**config.mk**
```make
export PLATFORM = sky130hd
export DESIGN_NAME = keyed_counter_table_core
export DESIGN_NICKNAME = d
export VERILOG_FILES = /design/src/hw/rtl/kct_pkg.sv /design/src/hw/rtl/kct_table.sv /design/src/hw/rtl/kct_alu.sv /design/src/hw/rtl/keyed_counter_table_core.sv
export SDC_FILE = /design/constraint.sdc
export NUM_CORES = 1
export LEC_CHECK = 0
export BUFFER_PORTS_ARGS = -buffer_cell sky130_fd_sc_hd__buf_2
export CORE_MARGIN = 1
export CORE_UTILIZATION = 24
export DETAILED_ROUTE_END_ITERATION = 12
export PLACE_DENSITY = 0.36
export SYNTH_ARGS = -nofsm -noshare
export SYNTH_HDL_FRONTEND = slang
export SYNTH_SLANG_ARGS = --single-unit
```
**constraint.sdc**
```tcl
create_clock -name aclk -period 8.25 [get_ports aclk]
set_input_delay 0.825 -clock aclk [delete_from_list [all_inputs] [get_ports aclk]]
set_output_delay 0.825 -clock aclk [all_outputs]
set_load 0.01 [all_outputs]
```
**src/hw/rtl/kct_pkg.sv**
```systemverilog
`timescale 1ns / 1ps
`default_nettype none

package kct_pkg;

    // Table geometry.
    localparam int ENTRIES  = 16;
    localparam int TAG_BITS = 16;
    localparam int IDX_W    = (ENTRIES > 1) ? $clog2(ENTRIES) : 1;
    localparam int CNT_W    = $clog2(ENTRIES + 1);

    // Field widths of the item formats.
    localparam int TAG_W    = 16;
    localparam int COUNT_W  = 31;
    localparam int STATUS_W = 3;

    localparam logic [COUNT_W-1:0] COUNT_MAX = {COUNT_W{1'b1}};

    typedef enum logic [0:0] {
        CMD_ADD    = 1'b0,
        CMD_REMOVE = 1'b1
    } cmd_t;

    typedef enum logic [STATUS_W-1:0] {
        ST_IGNORED     = 3'd0,
        ST_INCREMENTED = 3'd1,
        ST_INSERTED    = 3'd2,
        ST_DECREMENTED = 3'd3,
        ST_REMOVED     = 3'd4,
        ST_NOT_FOUND   = 3'd5,
        ST_FULL        = 3'd6
    } status_t;

    typedef enum logic [1:0] {
        FSM_IDLE,
        FSM_SCAN,
        FSM_UPDATE,
        FSM_RESP
    } fsm_t;

    typedef struct packed {
        cmd_t               cmd;
        logic               tag_valid;
        logic [TAG_W-1:0]   tag;
        logic [COUNT_W-1:0] amount;
    } in_item_t;

    typedef struct packed {
        status_t            status;
        logic [COUNT_W-1:0] new_count;
    } out_item_t;

    // One write into the table.
    typedef struct packed {
        logic                we_tag;
        logic                we_count;
        logic                set_used;
        logic                clr_used;
        logic [IDX_W-1:0]    addr;
        logic [TAG_BITS-1:0] tag;
        logic [COUNT_W-1:0]  count;
    } tbl_wr_t;

    // What the shared unit reports.
    typedef struct packed {
        logic               tag_eq;
        logic               rm_frees;
        logic [COUNT_W-1:0] sat_sum;
        logic [COUNT_W-1:0] diff;
    } alu_res_t;

endpackage

`default_nettype wire

```
**src/hw/rtl/kct_table.sv**
```systemverilog
`timescale 1ns / 1ps
`default_nettype none

module kct_table import kct_pkg::*; (
    input  wire logic                aclk,
    input  wire logic                aresetn,
    input  wire logic [IDX_W-1:0]    rd_addr,
    output logic [TAG_BITS-1:0]      rd_tag,
    output logic [COUNT_W-1:0]       rd_count,
    output logic                     rd_used,
    input  wire tbl_wr_t             wr
);

    logic [TAG_BITS-1:0] tag_mem   [ENTRIES];
    logic [COUNT_W-1:0]  count_mem [ENTRIES];
    logic [ENTRIES-1:0]  used_reg;

    always_ff @(posedge aclk) begin
        if (wr.we_tag) begin
            tag_mem[wr.addr] <= wr.tag;
        end
        if (wr.we_count) begin
            count_mem[wr.addr] <= wr.count;
        end
        rd_tag   <= tag_mem[rd_addr];
        rd_count <= count_mem[rd_addr];
    end

    // Occupancy flags clear at reset; tag and count are only trusted when set.
    always_ff @(posedge aclk) begin
        if (!aresetn) begin
            used_reg <= '0;
            rd_used  <= 1'b0;
        end else begin
            if (wr.set_used) begin
                used_reg[wr.addr] <= 1'b1;
            end else if (wr.clr_used) begin
                used_reg[wr.addr] <= 1'b0;
            end
            rd_used <= used_reg[rd_addr];
        end
    end

endmodule

`default_nettype wire

```
**src/hw/rtl/kct_alu.sv**
```systemverilog
`timescale 1ns / 1ps
`default_nettype none

module kct_alu import kct_pkg::*; (
    input  wire logic [TAG_BITS-1:0] key,
    input  wire logic [TAG_BITS-1:0] entry_tag,
    input  wire logic [COUNT_W-1:0]  entry_count,
    input  wire logic [COUNT_W-1:0]  amount,
    output alu_res_t                 res
);

    logic [COUNT_W:0] sum;

    always_comb begin
        sum          = {1'b0, entry_count} + {1'b0, amount};
        res.tag_eq   = (key == entry_tag);
        res.sat_sum  = sum[COUNT_W] ? COUNT_MAX : sum[COUNT_W-1:0];
        res.rm_frees = (entry_count <= amount);
        res.diff     = entry_count - amount;
    end

endmodule

`default_nettype wire

```
**src/hw/rtl/keyed_counter_table_core.sv**
```systemverilog
`timescale 1ns / 1ps
`default_nettype none

// Keyed counter table: a table of ENTRIES tag/count pairs that acts as a counted
// multiset. Each input item is an add or a remove of an amount for a tag, and
// every item yields exactly one result item with a status code and the tag's
// count after the update (zero when the tag is absent). An item with tag_valid
// low or a zero amount is answered as ignored and leaves the table alone. Any
// other item scans the table one entry per clock through a single tag
// comparator, with the table read registered, followed by an update step in
// which the shared adder/subtractor computes the new count and writes it back,
// and a response step that moves the result into the output register once that
// register is free. A new item is taken only when the last one has gone to the
// output register. Adds saturate at the largest 31-bit count; a remove that
// would bring the count to zero or below frees the entry. Only the low TAG_BITS
// bits of the tag take part in matching.
module keyed_counter_table_core import kct_pkg::*; (
    input  wire logic      aclk,
    input  wire logic      aresetn,
    input  wire logic      s_valid,
    output logic           s_ready,
    input  wire in_item_t  s_data,
    output logic           m_valid,
    input  wire logic      m_ready,
    output out_item_t      m_data
);

    // Sequencer state and the item under work.
    fsm_t                state_reg, state_next;
    logic [CNT_W-1:0]    cnt_reg, cnt_next;
    cmd_t                cmd_reg, cmd_next;
    logic [TAG_BITS-1:0] key_reg, key_next;
    logic [COUNT_W-1:0]  amt_reg, amt_next;

    // Scan results: first matching entry and first free entry.
    logic                found_reg, found_next;
    logic [IDX_W-1:0]    match_idx_reg, match_idx_next;
    logic [COUNT_W-1:0]  match_count_reg, match_count_next;
    logic                free_ok_reg, free_ok_next;
    logic [IDX_W-1:0]    free_idx_reg, free_idx_next;

    // Finished result waiting for the output register.
    out_item_t           res_reg, res_next;

    // Output register.
    logic                m_valid_reg, m_valid_next;
    out_item_t           m_data_reg, m_data_next;

    logic [IDX_W-1:0]    rd_addr;
    logic [TAG_BITS-1:0] rd_tag;
    logic [COUNT_W-1:0]  rd_count;
    logic                rd_used;
    tbl_wr_t             wr;
    alu_res_t            alu;
    logic [CNT_W-1:0]    prev_cnt;
    logic [IDX_W-1:0]    prev_idx;
    logic                out_free;
    logic                item_ignored;

    kct_table u_table (
        .aclk     (aclk),
        .aresetn  (aresetn),
        .rd_addr  (rd_addr),
        .rd_tag   (rd_tag),
        .rd_count (rd_count),
        .rd_used  (rd_used),
        .wr       (wr)
    );

    // The one comparator and adder: it checks tags during the scan and works
    // out the new count for the matched entry in the update cycle.
    kct_alu u_alu (
        .key         (key_reg),
        .entry_tag   (rd_tag),
        .entry_count (match_count_reg),
        .amount      (amt_reg),
        .res         (alu)
    );

    assign s_ready      = (state_reg == FSM_IDLE);
    assign m_valid      = m_valid_reg;
    assign m_data       = m_data_reg;
    assign out_free     = !m_valid_reg || m_ready;
    assign item_ignored = !s_data.tag_valid || (s_data.amount == '0);

    // The read issued at count c returns in the next cycle, when the counter
    // already shows c + 1, so the entry being compared is the previous one.
    assign prev_cnt = cnt_reg - CNT_W'(1);
    assign prev_idx = prev_cnt[IDX_W-1:0];
    assign rd_addr  = (cnt_reg < CNT_W'(ENTRIES)) ? cnt_reg[IDX_W-1:0] : '0;

    always_ff @(posedge aclk) begin
        if (!aresetn) begin
            state_reg   <= FSM_IDLE;
            m_valid_reg <= 1'b0;
        end else begin
            state_reg   <= state_next;
            m_valid_reg <= m_valid_next;
        end
        cnt_reg         <= cnt_next;
        cmd_reg         <= cmd_next;
        key_reg         <= key_next;
        amt_reg         <= amt_next;
        found_reg       <= found_next;
        match_idx_reg   <= match_idx_next;
        match_count_reg <= match_count_next;
        free_ok_reg     <= free_ok_next;
        free_idx_reg    <= free_idx_next;
        res_reg         <= res_next;
        m_data_reg      <= m_data_next;
    end

    always_comb begin
        state_next       = state_reg;
        cnt_next         = cnt_reg;
        cmd_next         = cmd_reg;
        key_next         = key_reg;
        amt_next         = amt_reg;
        found_next       = found_reg;
        match_idx_next   = match_idx_reg;
        match_count_next = match_count_reg;
        free_ok_next     = free_ok_reg;
        free_idx_next    = free_idx_reg;
        res_next         = res_reg;
        m_valid_next     = m_valid_reg;
        m_data_next      = m_data_reg;

        wr          = '0;
        wr.addr     = match_idx_reg;
        wr.tag      = key_reg;
        wr.count    = amt_reg;

        // The consumer frees the output register on its own schedule.
        if (m_valid_reg && m_ready) begin
            m_valid_next = 1'b0;
        end

        unique case (state_reg)
            FSM_IDLE: begin
                if (s_valid) begin
                    cmd_next     = s_data.cmd;
                    key_next     = s_data.tag[TAG_BITS-1:0];
                    amt_next     = s_data.amount;
                    cnt_next     = '0;
                    found_next   = 1'b0;
                    free_ok_next = 1'b0;
                    if (item_ignored) begin
                        res_next.status    = ST_IGNORED;
                        res_next.new_count = '0;
                        state_next         = FSM_RESP;
                    end else begin
                        state_next = FSM_SCAN;
                    end
                end
            end

            FSM_SCAN: begin
                cnt_next = cnt_reg + CNT_W'(1);
                if (cnt_reg != '0) begin
                    if (rd_used && alu.tag_eq && !found_reg) begin
                        found_next       = 1'b1;
                        match_idx_next   = prev_idx;
                        match_count_next = rd_count;
                    end
                    if (!rd_used && !free_ok_reg) begin
                        free_ok_next  = 1'b1;
                        free_idx_next = prev_idx;
                    end
                end
                if (cnt_reg == CNT_W'(ENTRIES)) begin
                    cnt_next   = cnt_reg;
                    state_next = FSM_UPDATE;
                end
            end

            FSM_UPDATE: begin
                res_next.new_count = '0;
                state_next         = FSM_RESP;
                if (cmd_reg == CMD_ADD) begin
                    if (found_reg) begin
                        wr.we_count        = 1'b1;
                        wr.count           = alu.sat_sum;
                        res_next.status    = ST_INCREMENTED;
                        res_next.new_count = alu.sat_sum;
                    end else if (free_ok_reg) begin
                        wr.addr            = free_idx_reg;
                        wr.we_tag          = 1'b1;
                        wr.we_count        = 1'b1;
                        wr.set_used        = 1'b1;
                        res_next.status    = ST_INSERTED;
                        res_next.new_count = amt_reg;
                    end else begin
                        res_next.status = ST_FULL;
                    end
                end else begin
                    if (!found_reg) begin
                        res_next.status = ST_NOT_FOUND;
                    end else if (alu.rm_frees) begin
                        wr.clr_used     = 1'b1;
                        res_next.status = ST_REMOVED;
                    end else begin
                        wr.we_count        = 1'b1;
                        wr.count           = alu.diff;
                        res_next.status    = ST_DECREMENTED;
                        res_next.new_count = alu.diff;
                    end
                end
            end

            FSM_RESP: begin
                if (out_free) begin
                    m_valid_next = 1'b1;
                    m_data_next  = res_reg;
                    state_next   = FSM_IDLE;
                end
            end

            default: begin
                state_next = FSM_IDLE;
            end
        endcase
    end

    // A live item always goes into the scan, starting from the first entry.
    a_live_item_scans: assert property (@(posedge aclk) disable iff (!aresetn)
        (s_valid && s_ready && s_data.tag_valid && (s_data.amount != '0))
        |=> (state_reg == FSM_SCAN) && (cnt_reg == '0))
        else $error("live item did not start a scan");

    // The update only happens after every entry has been compared.
    a_scan_complete: assert property (@(posedge aclk) disable iff (!aresetn)
        (state_reg == FSM_UPDATE) |-> (cnt_reg == CNT_W'(ENTRIES)))
        else $error("update before scan finished");

    // An insert claims a free slot only when the tag is absent.
    a_insert_only_new: assert property (@(posedge aclk) disable iff (!aresetn)
        wr.set_used |-> (!found_reg && free_ok_reg && (cmd_reg == CMD_ADD)))
        else $error("insert of a tag that is present or without a free slot");

    // A scanned item never reports itself as ignored.
    a_update_not_ignored: assert property (@(posedge aclk) disable iff (!aresetn)
        (state_reg == FSM_UPDATE) |=> (res_reg.status != ST_IGNORED))
        else $error("scanned item produced an ignored status");

    // The table is written only by the update step.
    a_write_in_update: assert property (@(posedge aclk) disable iff (!aresetn)
        (wr.we_tag || wr.we_count || wr.set_used || wr.clr_used)
        |-> (state_reg == FSM_UPDATE))
        else $error("table write outside the update step");

endmodule

`default_nettype wire
```
[Word level (Yosys, flattened, before mapping)]
Memories as Yosys holds them, arrays and structs flattened. A register that Yosys moved wholly into a read port is not among the register bits.
Index checks and enable logic that the tools add are counted.
Word-level totals
  register bits after elaboration: 182
  RAM bits: 752
  input bits: 53
  output and inout port bits: 36
  memories: 2
Memories
  u_table.count_mem: words 16, width 31, read ports 1, clocked after memory_dff 1, wr ports 1, RTL line kct_table.sv:15  | logic [COUNT_W-1:0] count_mem [ENTRIES];
  u_table.tag_mem: words 16, width 16, read ports 1, clocked after memory_dff 1, wr ports 1, RTL line kct_table.sv:14  | logic [TAG_BITS-1:0] tag_mem [ENTRIES];
Cells by class
  add/sub/neg operators: 4
  magnitude comparators: 5
  equality and inequality tests: 13
  mux-type cells: 62
  bitwise logic cells: 3
  reductions and logical operators: 27
Operators by type and width (number)
  $mux 31: 9
  $mux 34: 4
  $pmux 34 s2: 1
  $add 31x31->32: 1
  $mux 16: 2
  $le 31x31->1: 1
  $logic_not 31->1: 1
  $sub 31x31->31: 1
  $mux 1: 25
  $and 16x16->16: 1
  $eq 16x16->1: 1
  $mux 4: 4
  $not 16->16: 1
  $or 16x16->16: 1
  $reduce_and 3->1: 5
  $ne 2x2->1 const B: 7
  $mux 3: 4
  $lt 4x5->1 const B: 2
  $mux 5: 2
  $pmux 5 s2: 1
  $mux 2: 4
  $mux 8: 1
  $pmux 2 s4: 1
  $reduce_and 4->1: 2
  other kinds (18): 32

[Depth between registers and ports, before layout]
Gate-level depths: netlist (run 1).
  depth after elaboration: 13
  mapped depth: 13

[Hierarchy]
From an unflattened synthesis (run 1), not the netlist that was laid out.
Second synthesis, totals
  cells, all modules: 2401
  area total of the unflattened synthesis: 40814.1 um^2
By module, submodules not included
  kct_table: times used 1, cells an instance 1336, area each 30172.7 um^2, seq. area each 23862.9 um^2
  keyed_counter_table_core: times used 1, cells an instance 443, area each 6546.3 um^2, seq. area each 4924.7 um^2
  kct_alu: times used 1, cells an instance 622, area each 4095.2 um^2, seq. area each 0.0 um^2

[Least setup slack after synthesis (run 1)]
No wires, ideal clock.
  kind: register to register
  start point: register amt_reg[15]
  end point: memory u_table.count_mem[10][0] (enable)
  arrival: 3755 ps
  slack: 4076 ps
  cell stages (with the launch flop): 13
  buffers on the path: 1
  clock period less this slack: 4174 ps
  cell sequence: edfxtp_1 -> inv_1 -> ha_1 -> buf_2 -> nand4_1 -> nor4_1 -> o211ai_1 -> nand3_2 -> o21ai_2 -> o21ai_1 -> nand2_1 -> or3_1 -> nor2_1
On the way
  cells in the longest elaborated chain, start to end: 7
Ends and longest elaborated chain
  start: declaration: RTL line keyed_counter_table_core.sv:33  | logic [COUNT_W-1:0] amt_reg, amt_next;
  start signal: assignment: RTL line keyed_counter_table_core.sv:103  | amt_reg <= amt_next;
  $le 31x31->1: RTL line kct_alu.sv:18  | res.rm_frees = (entry_count <= amount);
  $mux 1: RTL line keyed_counter_table_core.sv:198  | end else if (alu.rm_frees) begin
  $mux 1: RTL line keyed_counter_table_core.sv:196  | if (!found_reg) begin
  $mux 1: RTL line keyed_counter_table_core.sv:179  | if (cmd_reg == CMD_ADD) begin
  $mux 8: RTL line keyed_counter_table_core.sv:138  | unique case (state_reg)
  $mux 1: RTL line kct_table.sv:22  | if (wr.we_count) begin
  $mux 1 (not written as such): RTL line kct_table.sv:23  | count_mem[wr.addr] <= wr.count;
  end: declaration: RTL line kct_table.sv:15
No other way between the ends.

[Final worst setup path (run 1)]
  start point: register amt_reg[22]
  end point: memory u_table.count_mem[1][6] (enable)
The elaborated chain is that of the path after synthesis.

==> impl_metrics.tcl, run 1 <==
set metrics [dict create \
    status "complete, no violations" \
    largest_reg_flops 496 \
    synth_area_leaders "edfxtp_1 65%, mux2_2 4.8%, dfxtp_1 3.2%, a21oi_1 3.1%, mux2i_1 2.8%" \
    synth_edf_count 914 \
    synthXorXnorAreaFrac_pct 0.981 \
    critPathCaptureType "flip-flop" \
    power.leakage_uw 0.0158 \
    cp_data_arrival_time_ns 5.35 \
    wl_um 141000 \
    vias 25700 \
    slew_violations 0 \
    cp_cell_sequence "inv_1, ha_1, inv_1, nor4_1, a21oi_1, nand3_2, o21ai_2, o21ai_1, nand2_1, buf_4, or3_1, nor2_4, buf_4" \
    total_power_uw 16200 \
    grt_max_degree 105 \
    clock_latency_ns 0.74 \
    grt_usage_pct 15.7 \
    synth-seq-area-share_pct 68.6 \
    synth_compound_area_share_pct 12.6 \
    place_area_um2 45600 \
    synth_area_um2 41900 \
    synth_area_per_cell_um2 14.1 \
    irDropWorstVdd_mv 0.226 \
    nets 3195 \
    cts_inserted_buffers 107 \
    synth_mux_area_share_pct 7.52 \
    ys_types 88 \
    hold_buffers 0 \
    die_w_um 420 \
    pre_cts_slack_ns 3.32 \
    drtIter0Drc 1677 \
    cts_resized 0 \
    cp-start-kind "flip-flop" \
    cp_slowest_stage_delay_ns 0.61 \
    rsz0062_at_grt "false" \
    synth_top_family_by_area "compound AO/OA/AOI/OAI gates" \
    overflow 0 \
    finalSetupViolations 0 \
    synth_seq_cells 981 \
    cts_tree "built" \
    synth_area_leader_cell "edfxtp_1" \
    final_common_cell "edfxtp_1" \
    worst_slack_ns 3.25 \
    post-route-period-util_pct 60.7 \
    cts-root-buf "clkbuf_16" \
    drive_above_1_share_pct 18.3 \
    clockBufferDepth 3 \
    rows 153 \
    path_class "flip-flop to flip-flop" \
    fin_area_um2 48900 \
    hold_class "primary input to flip-flop" \
    grt_pass1_wl_um 198000 \
    io_buffer_count 88 \
    n_antenna_cell 0 \
    post-cts-setup-buffers 0 \
    tightest_slew_ns 1.27 \
    crit_fanout 26 \
    clkTransAtPathRegs_ns 0.07 \
    cts_max_level 3 \
    start_util_pct 24.1 \
    powerDensity_nw_per_um2 332 \
    clock_sink_count 981 \
    cpLargestDelayFamily "simple AND/OR/NAND/NOR gates" \
    worst_ep_required_time_ns 8.60 \
    fin_skew_ns 0.0409 \
    ant_nets 0 \
    crit_buf_inv 4 \
    post-route-min-period_ns 5.00 \
    max_cap_violations 0 \
    final_cell_mix "914 x edfxtp_1, 264 x a21oi_1, 191 x o21ai_0" \
    synth_ff_type "edfxtp_1" \
    yosys.area_share.adder_pct 2.15 \
    fp.coreArea_um2 174000 \
    async_reset_ff_share_pct 0 \
    cp_slowest_cell "ha_1" \
    grt_pass1_vias 26100 \
    synthSimpleGateAreaFrac_pct 5.77 \
    antenna_found_initial 7 \
    slew-limit-headroom_pct 15.1 \
    hpwl_um 82700 \
    regMostFlops "u_table.count_mem" \
    routabilityCongestion 0.894 \
    die_area_um2 176000 \
    drc_errors 0 \
    vias_per_cell 4.69 \
    fmax_ghz 0.200 \
    yosysWarnings 0 \
    netlist.area_leader.share_pct 65.4 \
    synth_nets 3089 \
    syn_inst 2965 \
    wl_per_cell_um 25.6 \
    num_io_pins 89 \
    hold_slack_ns 0.268 \
    report.final.hold_viol_count 0 \
    setup_tns_ns 0 \
    first_pass_iters 5 \
    syn2layout_area_growth_pct 16.7 \
    die_h_um 420 \
    reg_top3 "u_table.count_mem (496), u_table.tag_mem (256)" \
]
## worst paths after layout
path / startpoint / end / slack (ns) / cells after the start
hold / removal: s_data[38] / key_reg[7] / 0.27 / 1
hold reg to reg: u_table.rd_count[30] / match_count_reg[30] / 0.40 / 0
setup / recovery: amt_reg[22] / u_table.count_mem[1][6] / 3.25 / 13
setup reg to reg: amt_reg[22] / u_table.count_mem[1][6] / 3.25 / 13
## cell families (layout without fill, tap and decap cells)
kind of cell	after synthesis	in the layout
flops	981	981
compound gates	803	803
fa+ha+maj	71	71
simple gates	520	520
xor+xnor	47	47
buf+inv	250	447
mux	293	293
## cell usage after synthesis (all sizes together) (37+ instances only)
cell type  number
a21oi         264
nand3          37
edfxtp        914
ha             69
buf            50
mux2i         116
clkbuf        129
dfxtp          67
a221oi         83
nand2         165
o21ai         206
mux2          177
nor2          155
inv            71
a32o           50
o21a           42
## per-layer routing
metal  up-vias  GRT usage (%)  wire length (µm)
met2       583           25.5             65800
li1      11700              -                 -
met5         -              0                27
met1     13300           21.3             64800
met3       180           2.38              6250
met4         4           5.19              3740
## stage by stage
step	instances	util (%)
after floorplan	2965	-
after global placement	5285	26.2
after detailed placement	5286	26.2
after CTS	5486	28.1
after global routing	5487	28.2
final	5487	28.2
## where the power goes
part	leakage, µW	switching [µW]	internal, µW
registers	0.00883	231	6240
logic	0.00536	3580	1560
clock network	0.00162	2030	2600
## final cells by class
class                           count  area (µm²)
Clock inverter                     36         295
Multi-Input combinational cell   1734       12500
Sequential cell                   981       28800
Clock buffer                      164        3040
Tap cell                         2325        2910
Fill cell                       17800      125000
Inverter                           71         267
Timing Repair Buffer              176        1150
(Power assumes the default switching activity.)
==> inputs of run 2 (changes only) <==
--- a/config.mk
+++ b/config.mk
@@ -9,7 +9,7 @@
 export CORE_MARGIN = 1
 export CORE_UTILIZATION = 24
 export DETAILED_ROUTE_END_ITERATION = 12
-export PLACE_DENSITY = 0.36
+export PLACE_DENSITY = 0.37
 export SYNTH_ARGS = -nofsm -noshare
 export SYNTH_HDL_FRONTEND = slang
 export SYNTH_SLANG_ARGS = --single-unit
==> constraint.sdc (replaced) <==
create_clock -name aclk -period 4.6 [get_ports aclk]
set_input_delay 0.46 -clock aclk [delete_from_list [all_inputs] [get_ports aclk]]
set_output_delay 0.46 -clock aclk [all_outputs]
set_load 0.01 [all_outputs]
==> run 2 against run 1 <==
Critical path depth unchanged. Clock-buffer cell count down 17. Clock skew up 0.0043 ns. Register-to-register slack worse by 2.9 ns. Sequential cell count unchanged. Core utilization up 0.86 points. Highest routed layer unchanged.
==> impl_metrics.tcl, run 2 (synthesized netlist as in run 1, its figures left out) <==
set metrics [dict create \
    slew-limit-headroom_pct 13.2 \
    rows 153 \
    antenna_found_initial 14 \
    overflow 0 \
    first_pass_iters 5 \
    fin_skew_ns 0.0452 \
    total_power_uw 29900 \
    regMostFlops "u_table.count_mem" \
    seqCellArea_um2 28800 \
    multiInputGateArea_um2 12400 \
    drtIter0Drc 1917 \
    num_io_pins 89 \
    setup_tns_ns 0 \
    fmax_ghz 0.235 \
    slew_violations 0 \
    post-route-min-period_ns 4.26 \
    clock_sink_count 981 \
    cts_max_level 3 \
    die_w_um 420 \
    io_buffer_count 88 \
    ant_nets 0 \
    min_from "s_data[14]" \
    crit_buf_inv 4 \
    syn2layout_area_growth_pct 20.2 \
    status "complete, no violations" \
    clockBufferDepth 3 \
    crit_top_cell "buf_4" \
    irDropWorstVdd_mv 0.388 \
    path_class "flip-flop to flip-flop" \
    wl_um 141000 \
    die_area_um2 176000 \
    grt_pass1_vias 26600 \
    clock_latency_ns 0.74 \
    nets 3325 \
    r2r_end "u_table.count_mem[10][25]" \
    routabilityCongestion 0.916 \
    die_h_um 420 \
    final_common_cell "edfxtp_1" \
    worst_ep_required_time_ns 4.87 \
    fp.coreArea_um2 174000 \
    drive_above_1_share_pct 20.2 \
    cts_inserted_buffers 108 \
    final_cell_mix "914 x edfxtp_1, 264 x a21oi_1, 190 x o21ai_0" \
    grt_max_degree 103 \
    power.leakage_uw 0.0166 \
    report.final.hold_viol_count 0 \
    rsz0062_at_grt "false" \
    cp_data_arrival_time_ns 4.53 \
    cpLargestDelayFamily "compound AO/OA/AOI/OAI gates" \
    tightest_slew_ns 1.30 \
    min_to "amt_reg[14]" \
    grt_usage_pct 15.9 \
    powerDensity_nw_per_um2 592 \
    cts-root-buf "clkbuf_16" \
    finalSetupViolations 0 \
    hold_class "primary input to flip-flop" \
    post-route-period-util_pct 92.6 \
    cp_cell_sequence "inv_1, ha_1, a21oi_1, o21ai_0, buf_4, a22oi_1, nand3_2, buf_4, o211ai_1, buf_4, o221ai_1, a22oi_1, nand2_1" \
    rr_startpoint "amt_reg[14]" \
    worstHoldPathCells 1 \
    post-cts-setup-buffers 0 \
    start_util_pct 24.1 \
    drc_errors 0 \
    vias_per_cell 4.68 \
    critPathCaptureType "flip-flop" \
    vias 26300 \
    cp-start-kind "flip-flop" \
    largest_reg_flops 496 \
    rr_worst_depth 13 \
    reg_top3 "u_table.count_mem (496), u_table.tag_mem (256)" \
    clkTransAtPathRegs_ns 0.06 \
    fillers 17700 \
    cts_tree "built" \
    max_cap_violations 0 \
    wl_per_cell_um 25.2 \
    cp_slowest_cell "nand2_1" \
    cp_slowest_stage_delay_ns 0.51 \
    hpwl_um 88600 \
    rrSetupSlack_ns 0.34 \
    crit_fanout 16 \
    grt_pass1_wl_um 202000 \
]
## run 2: cell count changes in the layout (fill, tap and decap cells not counted), sizes merged
| cell | before | now |
|---|---|---|
| buf | 176 | 258 |
| clkinvlp | 1 | 5 |
| clkbuf | 164 | 147 |
| diode | 0 | 4 |
| inv | 75 | 73 |
| dlygate4sd3 | 0 | 47 |
| bufinv | 2 | 9 |
| clkinv | 29 | 35 |
## run 2: area by class of cell
cell class | count | area share, %
Multi-Input combinational cell | 1734 | 24.6
Sequential cell | 981 | 57.1
Inverter | 71 | 0.528
Timing Repair Buffer | 305 | 5.03
Antenna cell | 4 | 0.0198
Clock buffer | 147 | 5.89
Tap cell | 2325 | 5.77
Clock inverter | 51 | 1.03
## run 2: worst max-delay path by stage
stage	startpoint	end	slack, ns	cells after the start
6_report	amt_reg[14]	u_table.count_mem[10][25]	0.34	13
5_1_grt	amt_reg[14]	u_table.count_mem[11][25]	0.12	13
4_1_cts	amt_reg[0]	u_table.count_mem[5][28]	0.27	11
3_5_place_dp	amt_reg[0]	u_table.count_mem[1][28]	0.30	11
3_3_place_gp	amt_reg[0]	u_table.count_mem[1][28]	0.31	11
2_1_floorplan	amt_reg[15]	u_table.count_mem[10][0]	0.43	12
## run 2: metal layers
layer / vias up / track usage [%] / wire (µm)
li1: 12000 / - / -
met1: 13600 / 22.1 / 67200
met2: 565 / 26.0 / 66600
met3: 149 / 1.85 / 4810
met4: 6 / 4.25 / 2760
met5: - / 0 / 39
## run 2: through the flow
step                worst slack [ns]  instances  hold WS (ns)  instance area (µm²)  utilization (%)
CTS                            0.270       5614       0.00111                50400             29.0
global placement               0.311       5369         0.386                46500             26.7
finish                         0.342       5618        0.0183                50400             29.0
detailed placement             0.299       5369         0.391                46500             26.7
global route                   0.122       5615        0.0133                50400             29.0
floorplan                      0.426       2965         0.386                41900                -
## run 2: where the power goes
| part | total, µW | internal (µW) | leakage (µW) | switching (µW) |
|---|---|---|---|---|
| sequential | 11700 | 11200 | 0.00883 | 473 |
| combinational | 9580 | 3120 | 0.00603 | 6460 |
| clock | 8630 | 5010 | 0.00169 | 3620 |
| total | 29900 | 19300 | 0.0166 | 10600 |
## run 2: what timing repair did
action                                 CTS  global route
gates resized for setup                  0             1
setup endpoints to repair                0            16
endpoints found under the hold margin   47             0
hold buffers                            47             0
